`config.mk`:
```
export PLATFORM = sky130hd
export DESIGN_NAME = tick_ratio_reducer
export DESIGN_NICKNAME = d
export VERILOG_FILES = /design/src/hdl/trr_pkg.sv /design/src/hdl/trr_div.sv /design/src/hdl/tick_ratio_reducer.sv
export VERILOG_INCLUDE_DIRS = /design/src /design/src/hdl
export SDC_FILE = /design/constraint.sdc
export NUM_CORES = 1
export LEC_CHECK = 0
export ABC_AREA = 1
export BUFFER_PORTS_ARGS = -buffer_cell sky130_fd_sc_hd__buf_4
export CORE_ASPECT_RATIO = 0.75
export CORE_MARGIN = 4
export CORE_UTILIZATION = 25
export CTS_BUF_LIST = sky130_fd_sc_hd__clkbuf_8 sky130_fd_sc_hd__clkbuf_16
export CTS_CLUSTER_DIAMETER = 50
export CTS_CLUSTER_SIZE = 25
export DETAILED_ROUTE_END_ITERATION = 6
export PLACE_DENSITY_LB_ADDON = 0.25
export SYNTH_ARGS = -nofsm -noshare
export SYNTH_HDL_FRONTEND = slang
export SYNTH_SLANG_ARGS = --single-unit
```
`constraint.sdc`:
```
create_clock -name clk -period 25.1 [get_ports clk]
set_input_delay 2.51 -clock clk [delete_from_list [all_inputs] [get_ports clk]]
set_output_delay 2.51 -clock clk [all_outputs]
set_load 0.05 [all_outputs]
```
`src/hdl/tick_ratio_reducer_assert.svh`:
```
// ----------------------------------------------------------------------------
// Tick ratio reducer assertion macros
// Concurrent assertion helpers shared by the reducer RTL files.
// ----------------------------------------------------------------------------
`ifndef TICK_RATIO_REDUCER_ASSERT_SVH
`define TICK_RATIO_REDUCER_ASSERT_SVH

`ifndef NO_ASSERTIONS

// same-cycle implication
`define TRR_ASSERT_IMPL(name, clk, rst_n, ante, cons) \
    name: assert property (@(posedge clk) disable iff (!rst_n) (ante) |-> (cons)) \
        else $error("tick_ratio_reducer: assertion failed");

// next-cycle implication
`define TRR_ASSERT_NEXT(name, clk, rst_n, ante, cons) \
    name: assert property (@(posedge clk) disable iff (!rst_n) (ante) |=> (cons)) \
        else $error("tick_ratio_reducer: assertion failed");

`else

`define TRR_ASSERT_IMPL(name, clk, rst_n, ante, cons)
`define TRR_ASSERT_NEXT(name, clk, rst_n, ante, cons)

`endif

`endif

```
`src/hdl/trr_pkg.sv`:
```
`timescale 1ns / 1ps
// ----------------------------------------------------------------------------
// Tick ratio reducer package
// Widths, unit constants, sequencer states and divider control types.
// ----------------------------------------------------------------------------
package trr_pkg;

    localparam int RATE_W   = 31;
    localparam int LIMIT_W  = 64;
    localparam int DIVR_W   = 31;
    localparam int CNT_W    = 7;

    localparam logic [CNT_W-1:0] DIV_WIDE_STEPS   = 7'd64;
    localparam logic [CNT_W-1:0] DIV_NARROW_STEPS = 7'd32;

    localparam logic [4:0] MASK_LAST = 5'd30;

    localparam logic [1:0] UNIT_NS = 2'd0;
    localparam logic [1:0] UNIT_US = 2'd1;
    localparam logic [1:0] UNIT_MS = 2'd2;

    typedef enum logic [2:0] {
        ST_IDLE,
        ST_MASK,
        ST_GCD,
        ST_GCD_WAIT,
        ST_NUM,
        ST_DEN,
        ST_LIM,
        ST_DONE
    } trr_state_t;

    typedef struct packed {
        logic go;
        logic wide;
    } trr_div_ctl_t;

    typedef struct packed {
        logic busy;
        logic done;
    } trr_div_stat_t;

    function automatic logic [29:0] unit_value(input logic [1:0] idx);
        logic [29:0] v;
        case (idx)
            UNIT_NS: v = 30'd1000000000;
            UNIT_US: v = 30'd1000000;
            default: v = 30'd1000;
        endcase
        return v;
    endfunction

endpackage

```
`src/hdl/trr_div.sv`:
```
`timescale 1ns / 1ps
`include "tick_ratio_reducer_assert.svh"
// ----------------------------------------------------------------------------
// Tick ratio reducer divider
// Radix-2 restoring divider, one quotient bit per cycle, 32 or 64 steps.
// ----------------------------------------------------------------------------
module trr_div import trr_pkg::*;
(
    input  logic                clk,
    input  logic                rst_n,
    input  trr_div_ctl_t        ctl,
    input  logic [LIMIT_W-1:0]  dividend,
    input  logic [DIVR_W-1:0]   divisor,
    output trr_div_stat_t       stat,
    output logic [LIMIT_W-1:0]  quotient,
    output logic [DIVR_W-1:0]   remainder
);

    logic [LIMIT_W-1:0] quo_reg,  quo_next;
    logic [DIVR_W-1:0]  rem_reg,  rem_next;
    logic [DIVR_W-1:0]  dvs_reg,  dvs_next;
    logic [CNT_W-1:0]   cnt_reg,  cnt_next;
    logic               run_reg,  run_next;
    logic               done_reg, done_next;

    logic [DIVR_W:0]    partial;
    logic [DIVR_W:0]    diff;
    logic               ge;

    // divisor of zero gives an all-ones quotient in wide mode
    assign partial = {rem_reg, quo_reg[LIMIT_W-1]};
    assign ge      = (partial >= {1'b0, dvs_reg});
    assign diff    = partial - {1'b0, dvs_reg};

    always_comb
    begin
        quo_next  = quo_reg;
        rem_next  = rem_reg;
        dvs_next  = dvs_reg;
        cnt_next  = cnt_reg;
        run_next  = run_reg;
        done_next = 1'b0;
        if (ctl.go)
        begin
            quo_next = dividend;
            rem_next = '0;
            dvs_next = divisor;
            cnt_next = ctl.wide ? DIV_WIDE_STEPS : DIV_NARROW_STEPS;
            run_next = 1'b1;
        end
        else if (run_reg)
        begin
            quo_next = {quo_reg[LIMIT_W-2:0], ge};
            rem_next = ge ? diff[DIVR_W-1:0] : partial[DIVR_W-1:0];
            cnt_next = cnt_reg - 1'b1;
            if (cnt_reg == 7'd1)
            begin
                run_next  = 1'b0;
                done_next = 1'b1;
            end
        end
    end

    always_ff @(posedge clk or negedge rst_n)
    begin
        if (!rst_n)
        begin
            run_reg  <= 1'b0;
            done_reg <= 1'b0;
            cnt_reg  <= '0;
        end
        else
        begin
            run_reg  <= run_next;
            done_reg <= done_next;
            cnt_reg  <= cnt_next;
        end
    end

    always_ff @(posedge clk)
    begin
        quo_reg <= quo_next;
        rem_reg <= rem_next;
        dvs_reg <= dvs_next;
    end

    assign stat.busy = run_reg;
    assign stat.done = done_reg;
    assign quotient  = quo_reg;
    assign remainder = rem_reg;

    `TRR_ASSERT_IMPL(a_div_no_relaunch, clk, rst_n, ctl.go, !run_reg)
    `TRR_ASSERT_NEXT(a_div_go_runs, clk, rst_n, ctl.go, run_reg && !done_reg)
    `TRR_ASSERT_IMPL(a_div_done_idle, clk, rst_n, done_reg, !run_reg)

endmodule

```
`src/hdl/tick_ratio_reducer.sv`:
```
`timescale 1ns / 1ps
`include "tick_ratio_reducer_assert.svh"
// ----------------------------------------------------------------------------
// Tick ratio reducer
// Derives a rate mask and reduced ns/us/ms fractions with overflow limits.
//
//   channel   handshake         payload
//   input     start / busy      tick_rate
//   result    done (strobe)     rate_mask, {ns,us,ms}_{numerator,denominator,limit}
//
// One transaction at a time; busy stays high from acceptance until done.
// Steps: the mask, then per unit the Euclid, numerator, denominator and limit
// divisions on the shared bit-serial divider, then the result strobe.
// Reset clears the sequencer and divider control; results are not reset.
// The receiver cannot stall: done is high for exactly one cycle.
// ----------------------------------------------------------------------------
module tick_ratio_reducer import trr_pkg::*;
(
    input  logic                clk,
    input  logic                rst_n,
    input  logic                start,
    output logic                busy,
    input  logic [RATE_W-1:0]   tick_rate,
    output logic                done,
    output logic [RATE_W-1:0]   rate_mask,
    output logic [30:0]         ns_numerator,
    output logic [29:0]         ns_denominator,
    output logic [LIMIT_W-1:0]  ns_limit,
    output logic [30:0]         us_numerator,
    output logic [19:0]         us_denominator,
    output logic [LIMIT_W-1:0]  us_limit,
    output logic [30:0]         ms_numerator,
    output logic [9:0]          ms_denominator,
    output logic [LIMIT_W-1:0]  ms_limit
);

    trr_state_t         state_reg, state_next;
    logic [RATE_W-1:0]  rate_reg, rate_next;
    logic [RATE_W-1:0]  sh_reg, sh_next;
    logic               seen_reg, seen_next;
    logic [4:0]         cnt_reg, cnt_next;
    logic [1:0]         unit_reg, unit_next;
    logic [30:0]        x_reg, x_next;
    logic [30:0]        y_reg, y_next;
    logic [30:0]        g_reg, g_next;
    logic [30:0]        num_reg, num_next;

    logic [RATE_W-1:0]  mask_reg, mask_next;
    logic [30:0]        ns_num_reg, ns_num_next;
    logic [29:0]        ns_den_reg, ns_den_next;
    logic [LIMIT_W-1:0] ns_lim_reg, ns_lim_next;
    logic [30:0]        us_num_reg, us_num_next;
    logic [19:0]        us_den_reg, us_den_next;
    logic [LIMIT_W-1:0] us_lim_reg, us_lim_next;
    logic [30:0]        ms_num_reg, ms_num_next;
    logic [9:0]         ms_den_reg, ms_den_next;
    logic [LIMIT_W-1:0] ms_lim_reg, ms_lim_next;

    trr_div_ctl_t       div_ctl;
    trr_div_stat_t      div_stat;
    logic [LIMIT_W-1:0] div_dividend;
    logic [DIVR_W-1:0]  div_divisor;
    logic [LIMIT_W-1:0] div_quo;
    logic [DIVR_W-1:0]  div_rem;

    logic [RATE_W-1:0]  rate_dec;
    logic [29:0]        unit_cur;

    assign rate_dec = tick_rate - 31'd1;
    assign unit_cur = unit_value(unit_reg);

    always_comb
    begin
        state_next   = state_reg;
        rate_next    = rate_reg;
        sh_next      = sh_reg;
        seen_next    = seen_reg;
        cnt_next     = cnt_reg;
        unit_next    = unit_reg;
        x_next       = x_reg;
        y_next       = y_reg;
        g_next       = g_reg;
        num_next     = num_reg;
        mask_next    = mask_reg;
        ns_num_next  = ns_num_reg;
        ns_den_next  = ns_den_reg;
        ns_lim_next  = ns_lim_reg;
        us_num_next  = us_num_reg;
        us_den_next  = us_den_reg;
        us_lim_next  = us_lim_reg;
        ms_num_next  = ms_num_reg;
        ms_den_next  = ms_den_reg;
        ms_lim_next  = ms_lim_reg;
        div_ctl      = '0;
        div_dividend = '0;
        div_divisor  = '0;

        case (state_reg)
            ST_IDLE:
            begin
                if (start)
                begin
                    rate_next  = tick_rate;
                    sh_next    = (tick_rate == '0) ? '0 : rate_dec;
                    seen_next  = 1'b0;
                    cnt_next   = '0;
                    state_next = ST_MASK;
                end
            end
            ST_MASK:
            begin
                // smear from the top bit of rate-1 downward
                seen_next = seen_reg | sh_reg[RATE_W-1];
                mask_next = {mask_reg[RATE_W-2:0], seen_reg | sh_reg[RATE_W-1]};
                sh_next   = {sh_reg[RATE_W-2:0], 1'b0};
                cnt_next  = cnt_reg + 1'b1;
                if (cnt_reg == MASK_LAST)
                begin
                    unit_next  = UNIT_NS;
                    x_next     = rate_reg;
                    y_next     = {1'b0, unit_value(UNIT_NS)};
                    state_next = ST_GCD;
                end
            end
            ST_GCD:
            begin
                div_ctl.go = 1'b1;
                if (y_reg == '0)
                begin
                    g_next       = x_reg;
                    div_dividend = {1'b0, rate_reg, 32'b0};
                    div_divisor  = x_reg;
                    state_next   = ST_NUM;
                end
                else
                begin
                    div_dividend = {1'b0, x_reg, 32'b0};
                    div_divisor  = y_reg;
                    state_next   = ST_GCD_WAIT;
                end
            end
            ST_GCD_WAIT:
            begin
                if (div_stat.done)
                begin
                    x_next     = y_reg;
                    y_next     = div_rem;
                    state_next = ST_GCD;
                end
            end
            ST_NUM:
            begin
                if (div_stat.done)
                begin
                    num_next     = div_quo[30:0];
                    div_ctl.go   = 1'b1;
                    div_dividend = {2'b0, unit_cur, 32'b0};
                    div_divisor  = g_reg;
                    state_next   = ST_DEN;
                end
            end
            ST_DEN:
            begin
                if (div_stat.done)
                begin
                    case (unit_reg)
                        UNIT_NS:
                        begin
                            ns_num_next = num_reg;
                            ns_den_next = div_quo[29:0];
                        end
                        UNIT_US:
                        begin
                            us_num_next = num_reg;
                            us_den_next = div_quo[19:0];
                        end
                        default:
                        begin
                            ms_num_next = num_reg;
                            ms_den_next = div_quo[9:0];
                        end
                    endcase
                    // a zero numerator yields all ones, matching the saturation
                    div_ctl.go   = 1'b1;
                    div_ctl.wide = 1'b1;
                    div_dividend = '1;
                    div_divisor  = num_reg;
                    state_next   = ST_LIM;
                end
            end
            ST_LIM:
            begin
                if (div_stat.done)
                begin
                    case (unit_reg)
                        UNIT_NS: ns_lim_next = div_quo;
                        UNIT_US: us_lim_next = div_quo;
                        default: ms_lim_next = div_quo;
                    endcase
                    if (unit_reg == UNIT_MS)
                    begin
                        state_next = ST_DONE;
                    end
                    else
                    begin
                        unit_next  = unit_reg + 1'b1;
                        x_next     = rate_reg;
                        y_next     = {1'b0, unit_value(unit_reg + 1'b1)};
                        state_next = ST_GCD;
                    end
                end
            end
            ST_DONE:
            begin
                state_next = ST_IDLE;
            end
            default:
            begin
                state_next = ST_IDLE;
            end
        endcase
    end

    always_ff @(posedge clk or negedge rst_n)
    begin
        if (!rst_n)
        begin
            state_reg <= ST_IDLE;
        end
        else
        begin
            state_reg <= state_next;
        end
    end

    always_ff @(posedge clk)
    begin
        rate_reg   <= rate_next;
        sh_reg     <= sh_next;
        seen_reg   <= seen_next;
        cnt_reg    <= cnt_next;
        unit_reg   <= unit_next;
        x_reg      <= x_next;
        y_reg      <= y_next;
        g_reg      <= g_next;
        num_reg    <= num_next;
        mask_reg   <= mask_next;
        ns_num_reg <= ns_num_next;
        ns_den_reg <= ns_den_next;
        ns_lim_reg <= ns_lim_next;
        us_num_reg <= us_num_next;
        us_den_reg <= us_den_next;
        us_lim_reg <= us_lim_next;
        ms_num_reg <= ms_num_next;
        ms_den_reg <= ms_den_next;
        ms_lim_reg <= ms_lim_next;
    end

    trr_div u_div (
        .clk       (clk),
        .rst_n     (rst_n),
        .ctl       (div_ctl),
        .dividend  (div_dividend),
        .divisor   (div_divisor),
        .stat      (div_stat),
        .quotient  (div_quo),
        .remainder (div_rem)
    );

    assign busy           = (state_reg != ST_IDLE);
    assign done           = (state_reg == ST_DONE);
    assign rate_mask      = mask_reg;
    assign ns_numerator   = ns_num_reg;
    assign ns_denominator = ns_den_reg;
    assign ns_limit       = ns_lim_reg;
    assign us_numerator   = us_num_reg;
    assign us_denominator = us_den_reg;
    assign us_limit       = us_lim_reg;
    assign ms_numerator   = ms_num_reg;
    assign ms_denominator = ms_den_reg;
    assign ms_limit       = ms_lim_reg;

    `TRR_ASSERT_NEXT(a_start_goes_busy, clk, rst_n, start && !busy, state_reg == ST_MASK)
    `TRR_ASSERT_NEXT(a_done_releases, clk, rst_n, done, !busy)
    `TRR_ASSERT_IMPL(a_go_when_free, clk, rst_n, div_ctl.go, !div_stat.busy)
    `TRR_ASSERT_IMPL(a_div_done_expected, clk, rst_n, div_stat.done,
        state_reg == ST_GCD_WAIT || state_reg == ST_NUM ||
        state_reg == ST_DEN || state_reg == ST_LIM)

endmodule

```
; ---- Word-level counts from Yosys, hierarchy flattened
; Cells that the tools add are included.
[word_totals]
register_bits = 708
latch_bits = 0
ram_bits = 0
romBits = 0
out_inout_bits = 378
memories = 0
[classes]
add_sub_neg = 5
multipliers = 0
div = 0
order_cmp = 1
n_eq_ne = 19
n_shift = 0
muxes = 56
n_bitwise = 2
reduce_logical = 24
[op_table]
columns = cell, n
row1 = $mux 31, 14
row2 = $pmux 31 s3, 3
row3 = $mux 64, 3
row4 = $pmux 64 s3, 1
row5 = $pmux 30 s2, 2
row6 = $mux 63, 1
row7 = $logic_not 31->1, 2
row8 = $mux 62, 1
row9 = $pmux 31 s2, 1
row10 = $ge 32x31->1, 1
row11 = $sub 31x1->31 const B, 1
row12 = $sub 31x31->31, 1
row13 = $mux 3, 8
row14 = $pmux 3 s8, 1
row15 = $mux 7, 3
row16 = $reduce_and 3->1, 6
row17 = $eq 3x3->1 const B, 4
row18 = $pmux 5 s2, 1
row19 = $mux 1, 9
row20 = $mux 2, 4
row21 = $ne 2x1->1 const B, 4
row22 = $reduce_and 2->1, 4
row23 = $eq 7x1->1 const B, 1
row24 = $sub 7x1->7 const B, 1
row25 = other kinds (22), 30

; ---- Depth between registers and ports, before layout
; Gate-level depths: netlist of run 1.
[logic_depth]
word_depth = 6
ltp_mapped = 17
mapped_depth_nobuf = 16

; ---- Modules after synthesis
; From an unflattened synthesis of run 1, not the netlist that was laid out.
[unflattened]
cells_unflattened = 2509
area_unflattened_um2 = 29234.3
[by_module_without_submodules]
columns = module, instances, cells_each, area_per_inst_um2, seq_area_each_um2
row1 = tick_ratio_reducer, 1, 1382, 20916.3, 17191.5
row2 = trr_div, 1, 1127, 8318.0, 3698.5

; ---- Worst setup path before layout of run 1
; Ideal clock, no wire load.
[synth_timing]
path_type = register -> register
from = register state_reg[2]
to = register x_reg[0] (enable)
t_arrival_ns = 10.567
t_required_ns = 24.287
path_slack_ns = 13.719
path_stages_with_launch = 5
synth_period_minus_slack_ns = 11.381
cell_sequence = dfrtp_1 nand2_1 nor2_1 inv_1 a2111oi_0
[synth_between]
elab_chain_len = 3
[synth_rtl]
columns = element, line
row1 = from (decl), tick_ratio_reducer.sv:37  ; trr_state_t state_reg, state_next;
row2 = from (signal assigned), tick_ratio_reducer.sv:232  ; state_reg <= state_next;
row3 = $eq 3x2->1 (tied with other cells), tick_ratio_reducer.sv:98  ; case (state_reg)
row4 = $ne 2x1->1 (no line) (tied with other cells), --
row5 = $reduce_and 5->1 (no line) *, --
row6 = to (signal assigned), tick_ratio_reducer.sv:243  ; x_reg <= x_next;
row7 = to (decl), tick_ratio_reducer.sv:43  ; logic [30:0] x_reg, x_next;
; Mark *: on every way between the ends. The rest lies on a longest branch, timed or not.
; A chain may end at the register's enable or synchronous reset.

; ---- Final worst setup path of run 1
[layout_timing]
from = register state_reg[0]
to = output busy
[layout_between]
elab_chain_len = 1
[layout_rtl]
columns = element, line
row1 = $reduce_bool 3->1, tick_ratio_reducer.sv:270  ; assign busy = (state_reg != ST_IDLE);
row2 = to (decl), tick_ratio_reducer.sv:22  ; output logic busy,
; Every way passes these cells.

==> flow_summary_export.csv, run 1 <==
group,metric,value,unit
global_route,grt-ovfl-total,0,
cts,post-cts-setup-buffers,0,
die,core,112000,um2
cts,ctsHtreeMaxLevel,2,
timing,fmax,0.233,GHz
cts,ctsRootBufferMaster,"clkbuf_16",
timing,worst_pin_slew,1.03,ns
route,first_iter_violations,1796,
synthesis,synth-edff-count,665,
timing,layout_min_cycle_time,4.30,ns
synthesis,synthArstFlopShare,1.69,%
die,start_util,25.3,%
global_route,grtUsageMet1,22.2,%
global_route,grt_pass1_wl,127000,um
cts,cts.sinks,708,
synthesis,ys_ff_latch,708,
timing,hold_slack,0.458,ns
power,switchingPower,1.53,mW
power,p_comb_share,31.4,%
setup_path,path_class,"reg2out",
final_layout,areaGrowthSynthToFinish,23.1,%
power,p_clk_share,21.9,%
placed_design,hpwlAfterDp,64700,um
global_route,antenna_found_initial,1,
timing,hold_viol_final,0,
timing,drv_slew,0,
run_status,status,"finished clean",
cts,cts_tree,"built",
worst_hold_path,hp-class,"reg2reg",
synthesis,ys.warnings.count,0,
die,ioPinCount,412,
power,p_total,3.95,mW
setup_path,arrival,1.79,ns
cts,cts_buffers,47,
route,routedWlPerCell,20.9,um
timing,setup_violations,0,
global_route,grt_max_degree,62,
placed_design,post-place-cells,4154,
synthesis,synth_nets,2346,
run,maxCapViolations,0,
die,die_w,397,um
die,dieArea,119000,um2
final_layout,final_cells,4241,
die,rows,106,
setup_path,startpoint_type,"flip-flop",
global_route,first_global_vias,17500,
cts,clk_pin_slew,0.09,ns
die,die_y,300,um
synthesis,ys_seq_area_share,73.7,%
global_route,use_met2,19.4,%
timing,post-route-period-util,17.1,%
timing,finalClockSkew,0.0430,ns
placed_design,io_buffers,411,
cts,post_cts_resized,0,
setup_path,cp_max_fo,9,
route,ant_nets,0,
power,p_int,2.42,mW
synthesis,synthDistinctLibCells,48,
global_route,grt.busiest_layer,"met1",
cts,insertion_delay,0.63,ns
route,firstDrtPassIters,5,
route,wirelength,88500,um
placed_design,place_congestion,0.904,
timing,rsz0062_at_grt,"no",
synthesis,syn_avg_cell_area,12.5,um2
final_layout,nNetsFinal,2767,
synthesis,synth_cells,2270,
power,max-vdd-ir-drop,0.0000644,V
power,leakage,13.8,nW
power,pwr-share-seq,46.7,%
setup_path,crit_required,22.59,ns
cts,cts.hold.buffers_added,0,
setup_path,setup.worst_path.end_class,"output pin",
timing,relSlewSlack,31.5,%
global_route,track_usage,14.3,%
route,drcViolationCount,0,
power,p_sw_share,38.8,%
power,power.density,113,nW/um2
global_route,grt_use_met3,4.54,%
synthesis,synth-main-ff-cell,"edfxtp_1",
cts,clock_path_buffers,3,
synthesis,synth_area,28300,um2
route,via_per_inst,4.36,
final_layout,drive_gt1_share,20.8,%
timing,finalSetupTns,0,ns
route,via_count,18500,
layer usage:
layer	wire, um	share of wire (%)	vias to the layer above
met5	0	0	-
met4	1260	1.4	0
met3	7710	8.7	83
met2	35600	40	605
met1	43900	50	9138
li1	-	-	8644
power by group through the flow:
stage / Sequential [mW] / Clock, mW / Combinational (mW)
2_1_floorplan: 1.85 / 0 / 0.841
3_3_place_gp: 1.87 / 0 / 1.23
4_1_cts: 1.85 / 0.888 / 1.24
3_5_place_dp: 1.87 / 0 / 1.23
5_1_grt: 1.87 / 0.941 / 1.39
6_report: 1.84 / 0.865 / 1.24
area by class of cell:
class,count,area (um2)
fillers,11400,77000
flip-flops and latches,708,20900
multi-input cells,1240,6190
repair buffers,433,3250
well taps,1512,1890
clock buffers,48,1200
inverters,261,983
clock inverters,38,482
diodes,1,2.50
cell families (layout without fill, tap and decap cells):
family	count (synthesis)	count (layout)	synth area share (%)
adders and majority gates	42	42	1.88
and+or+nand+nor	930	930	14.0
DFF	708	708	73.7
buffers and inverters	322	780	4.71
AOI/OAI and AO/OA	224	224	4.32
other	0	1	0
xor gates and xnor gates	44	44	1.36
path summary, 6_finish.rpt:
check                              startpoint          endpoint  slack, ns  cells past startpoint
worst max-delay path             state_reg[0]              busy      20.80                      3
worst min-delay path            rate_mask[29]     rate_mask[30]       0.46                      0
worst max register to register   state_reg[2]      us_limit[58]      21.40                      5
worst min register to register  rate_mask[29]     rate_mask[30]       0.46                      0
max in group asynchronous               rst_n  u_div.cnt_reg[0]      23.18                      1
min in group asynchronous               rst_n      state_reg[0]       1.74                      1
worst max-delay path, cell delays in order, from the launching register on:
cell     delay, ns
dfrtp_1       0.50
nor2_2        0.17
nand2_1       0.23
buf_4         0.27
stage by stage:
step                area (um2)  utilization, %  worst slack [ns]
floorplan                28300               -             13.72
global placement         33200            29.7             20.27
detailed placement       33200            29.7             20.28
CTS                      34900            31.2             20.70
global route             34900            31.2             20.67
finish                   34900            31.2             20.80
layout by cell type, fill, tap and decap left out, types with 3 or more instances in the layout:
| cell | count |
|---|---|
| edfxtp_1 | 665 |
| nand2_1 | 611 |
| buf_4 | 433 |
| inv_1 | 251 |
| nor2_1 | 105 |
| nand3_1 | 102 |
| o21ai_0 | 100 |
| a21oi_1 | 55 |
| clkbuf_16 | 48 |
| nand4_1 | 47 |
| ha_1 | 41 |
| a22oi_1 | 32 |
| dfxtp_1 | 31 |
| o21ai_1 | 26 |
| xnor2_1 | 24 |
| xor2_1 | 20 |
| nor3_1 | 13 |
| dfrtp_1 | 12 |
| nor2_2 | 11 |
| nor2_4 | 11 |
| inv_2 | 8 |
| inv_6 | 7 |
| clkinv_8 | 6 |
| inv_8 | 6 |
| nand2_2 | 5 |
| nor4_1 | 5 |
| clkinv_1 | 4 |
| and2_1 | 4 |
| inv_12 | 4 |
| o22ai_1 | 3 |
| nand3b_1 | 3 |
| clkinvlp_4 | 3 |
synth_stat cells (2+ instances only):
cell type | count | share of area [%]
nand4_1 | 47 | 1.0
xnor2_1 | 24 | 0.74
nor2_2 | 9 | 0.20
nor2_1 | 113 | 1.5
nand2_2 | 5 | 0.11
a22oi_1 | 32 | 0.85
o21ai_1 | 26 | 0.46
o21ai_0 | 101 | 1.8
nor3_1 | 13 | 0.23
nor2_8 | 2 | 0.14
buf_6 | 9 | 0.36
dfxtp_1 | 31 | 2.2
xor2_1 | 20 | 0.62
dfrtp_1 | 12 | 1.1
nor2_4 | 5 | 0.20
buf_4 | 8 | 0.21
clkbuf_1 | 21 | 0.28
edfxtp_1 | 665 | 70
or2_2 | 2 | 0.044
buf_2 | 22 | 0.39
ha_1 | 41 | 1.8
nor4_1 | 5 | 0.11
nand3b_1 | 3 | 0.079
nand2_1 | 611 | 8.1
a21oi_1 | 55 | 0.97
inv_2 | 9 | 0.12
o22ai_1 | 3 | 0.066
clkinv_1 | 2 | 0.026
nor3_4 | 2 | 0.11
inv_1 | 250 | 3.3
nand3_1 | 102 | 1.8
and2_1 | 4 | 0.088
(Power assumes the default switching activity.)
==> run 2, diff against run 1 <==
==> constraint.sdc (replaced) <==
create_clock -name clk -period 3.6 [get_ports clk]
set_input_delay 0.36 -clock clk [delete_from_list [all_inputs] [get_ports clk]]
set_output_delay 0.36 -clock clk [all_outputs]
set_load 0.05 [all_outputs]
==> flow_summary_export.csv, run 2 (synthesized netlist as in run 1, its figures left out) <==
group,metric,value,unit
final_layout,final-seq-area,20900,um2
setup_path,startpoint_type,"flip-flop",
final_layout,antennaDiodeCount,0,
cts,clk_pin_slew,0.09,ns
power,p_comb_share,32.0,%
timing,rsz0062_at_grt,"no",
setup_path,path_class,"reg2reg",
timing,relSlewSlack,35.9,%
timing,worst_pin_slew,0.962,ns
global_route,grt-ovfl-total,0,
route,firstDrtPassIters,5,
cts,post_cts_resized,0,
power,max-vdd-ir-drop,0.000652,V
final_layout,final_cell_area,35500,um2
final_layout,drive_gt1_share,21.3,%
cts,ctsRootBufferMaster,"clkbuf_16",
setup_path,cp_max_fo,32,
power,switchingPower,10.6,mW
die,die_y,300,um
die,core,112000,um2
worst_hold_path,hp-class,"in2reg",
timing,setup_violations,0,
route,wirelength,89200,um
cts,cts.sinks,708,
power,leakage,14.1,nW
route,first_iter_violations,1795,
die,ioPinCount,412,
power,p_clk_share,21.2,%
timing,finalClockSkew,0.0469,ns
route,drcViolationCount,0,
die,start_util,25.3,%
route,routedWlPerCell,20.8,um
placed_design,io_buffers,411,
global_route,grt_max_degree,63,
placed_design,pre_cts_ws,0.619,ns
global_route,first_global_vias,17900,
cts,cts_buffers,47,
timing,fmax,0.335,GHz
setup_path,crit_required,3.87,ns
global_route,grt_pass1_wl,129000,um
run,maxCapViolations,0,
placed_design,placed_cell_area,33500,um2
power,p_sw_share,38.7,%
timing,drv_slew,0,
timing,post-route-period-util,83.0,%
cts,clock_path_buffers,3,
final_layout,nNetsFinal,2827,
run_status,status,"finished clean",
final_layout,most-common-layout-cells,"edfxtp_1, nand2_1, buf_4",
power,power.density,774,nW/um2
die,dieArea,119000,um2
placed_design,hpwlAfterDp,66300,um
route,via_per_inst,4.35,
final_layout,final_cells,4299,
cts,cts_tree,"built",
timing,layout_min_cycle_time,2.99,ns
timing,hold_viol_final,0,
die,die_w,397,um
setup_path,arrival,3.26,ns
placed_design,post-place-cells,4183,
final_layout,areaGrowthSynthToFinish,25.1,%
setup_path,setup.worst_path.end_class,"flip-flop",
power,pwr-share-seq,46.8,%
timing,worst_slack,0.613,ns
placed_design,place_congestion,0.896,
global_route,track_usage,14.5,%
die,rows,106,
final_layout,final_common_cell,"edfxtp_1",
final_layout,n_fill_cell,11400,
global_route,antenna_found_initial,1,
route,ant_nets,0,
cts,insertion_delay,0.63,ns
route,via_count,18700,
power,p_int,16.8,mW
cts,ctsHtreeMaxLevel,2,
final_layout,multi_input_area,6200,um2
==> run 2: cell types whose count changed in the layout (fill, tap and decap cells not counted), moves of 3 or more <==
cell	delta
inv_6	-3
inv_1	+3
buf_12	+9
dlygate4sd3_1	+31
buf_4	+20
==> run 2: area by class of cell <==
cell class,instances,area share (%)
timing repair buffer,493,11.0
sequential,708,58.9
tap,1512,5.34
multi-input combinational,1240,17.5
inverter,261,2.77
clock buffer,49,3.46
clock inverter,36,1.06
==> run 2: worst max-delay path, cell delays in order, from the launching register on <==
cell,delay [ns]
edfxtp_1,0.41
inv_1,0.09
nand4_1,0.18
nor2_1,0.20
nand3_1,0.35
nor2_2,0.21
buf_4,0.33
nor2_2,0.05
buf_4,0.28
nand2_1,0.21
nand4_1,0.30
==> run 2: metal layers <==
layer | global-route usage (%) | part of all wire [%] | vias to the layer above
met5 | 0 | 0 | -
met4 | 2.29 | 1.4 | 0
met1 | 22.6 | 50 | 9236
met2 | 20.2 | 41 | 629
li1 | - | - | 8754
met3 | 3.86 | 7.7 | 85
==> run 2: metrics by stage <==
stage               hold slack, ns  power (mW)  TNS [ns]  utilization [%]
finish                      0.0490        27.4         0             31.7
global route                0.0237        29.3         0             31.7
CTS                        0.00627        27.6         0             31.7
detailed placement           0.223        21.7         0             30.0
global placement             0.225        21.8         0             30.0
floorplan                   0.0644        18.7    -99.25                -
==> run 2: timing repair <==
item / CTS / global route
buffers inserted: 0 / 0
hold buffers: 31 / 0
hold endpoints to repair: 42 / 0
==> run 2: worst paths after layout <==
kind	from	endpoint	slack [ns]	cells after the start
max in group asynchronous	rst_n	u_div.cnt_reg[3]	3.21	2
max reg2reg	y_reg[17]	u_div.quotient[41]	0.61	10
min reg2reg	rate_mask[24]	rate_mask[25]	0.46	0
max	y_reg[17]	u_div.quotient[41]	0.61	10
min	tick_rate[2]	rate_reg[2]	0.05	1
min in group asynchronous	rst_n	u_div.run_reg	0.22	2
==> run 2: power groups by stage <==
stage / Sequential, mW / Clock (mW) / Combinational, mW
2_1_floorplan: 12.8 / 0 / 5.88
3_3_place_gp: 13.0 / 0 / 8.73
3_5_place_dp: 13.0 / 0 / 8.70
4_1_cts: 12.9 / 5.96 / 8.77
5_1_grt: 13.1 / 6.32 / 9.89
6_report: 12.8 / 5.81 / 8.79
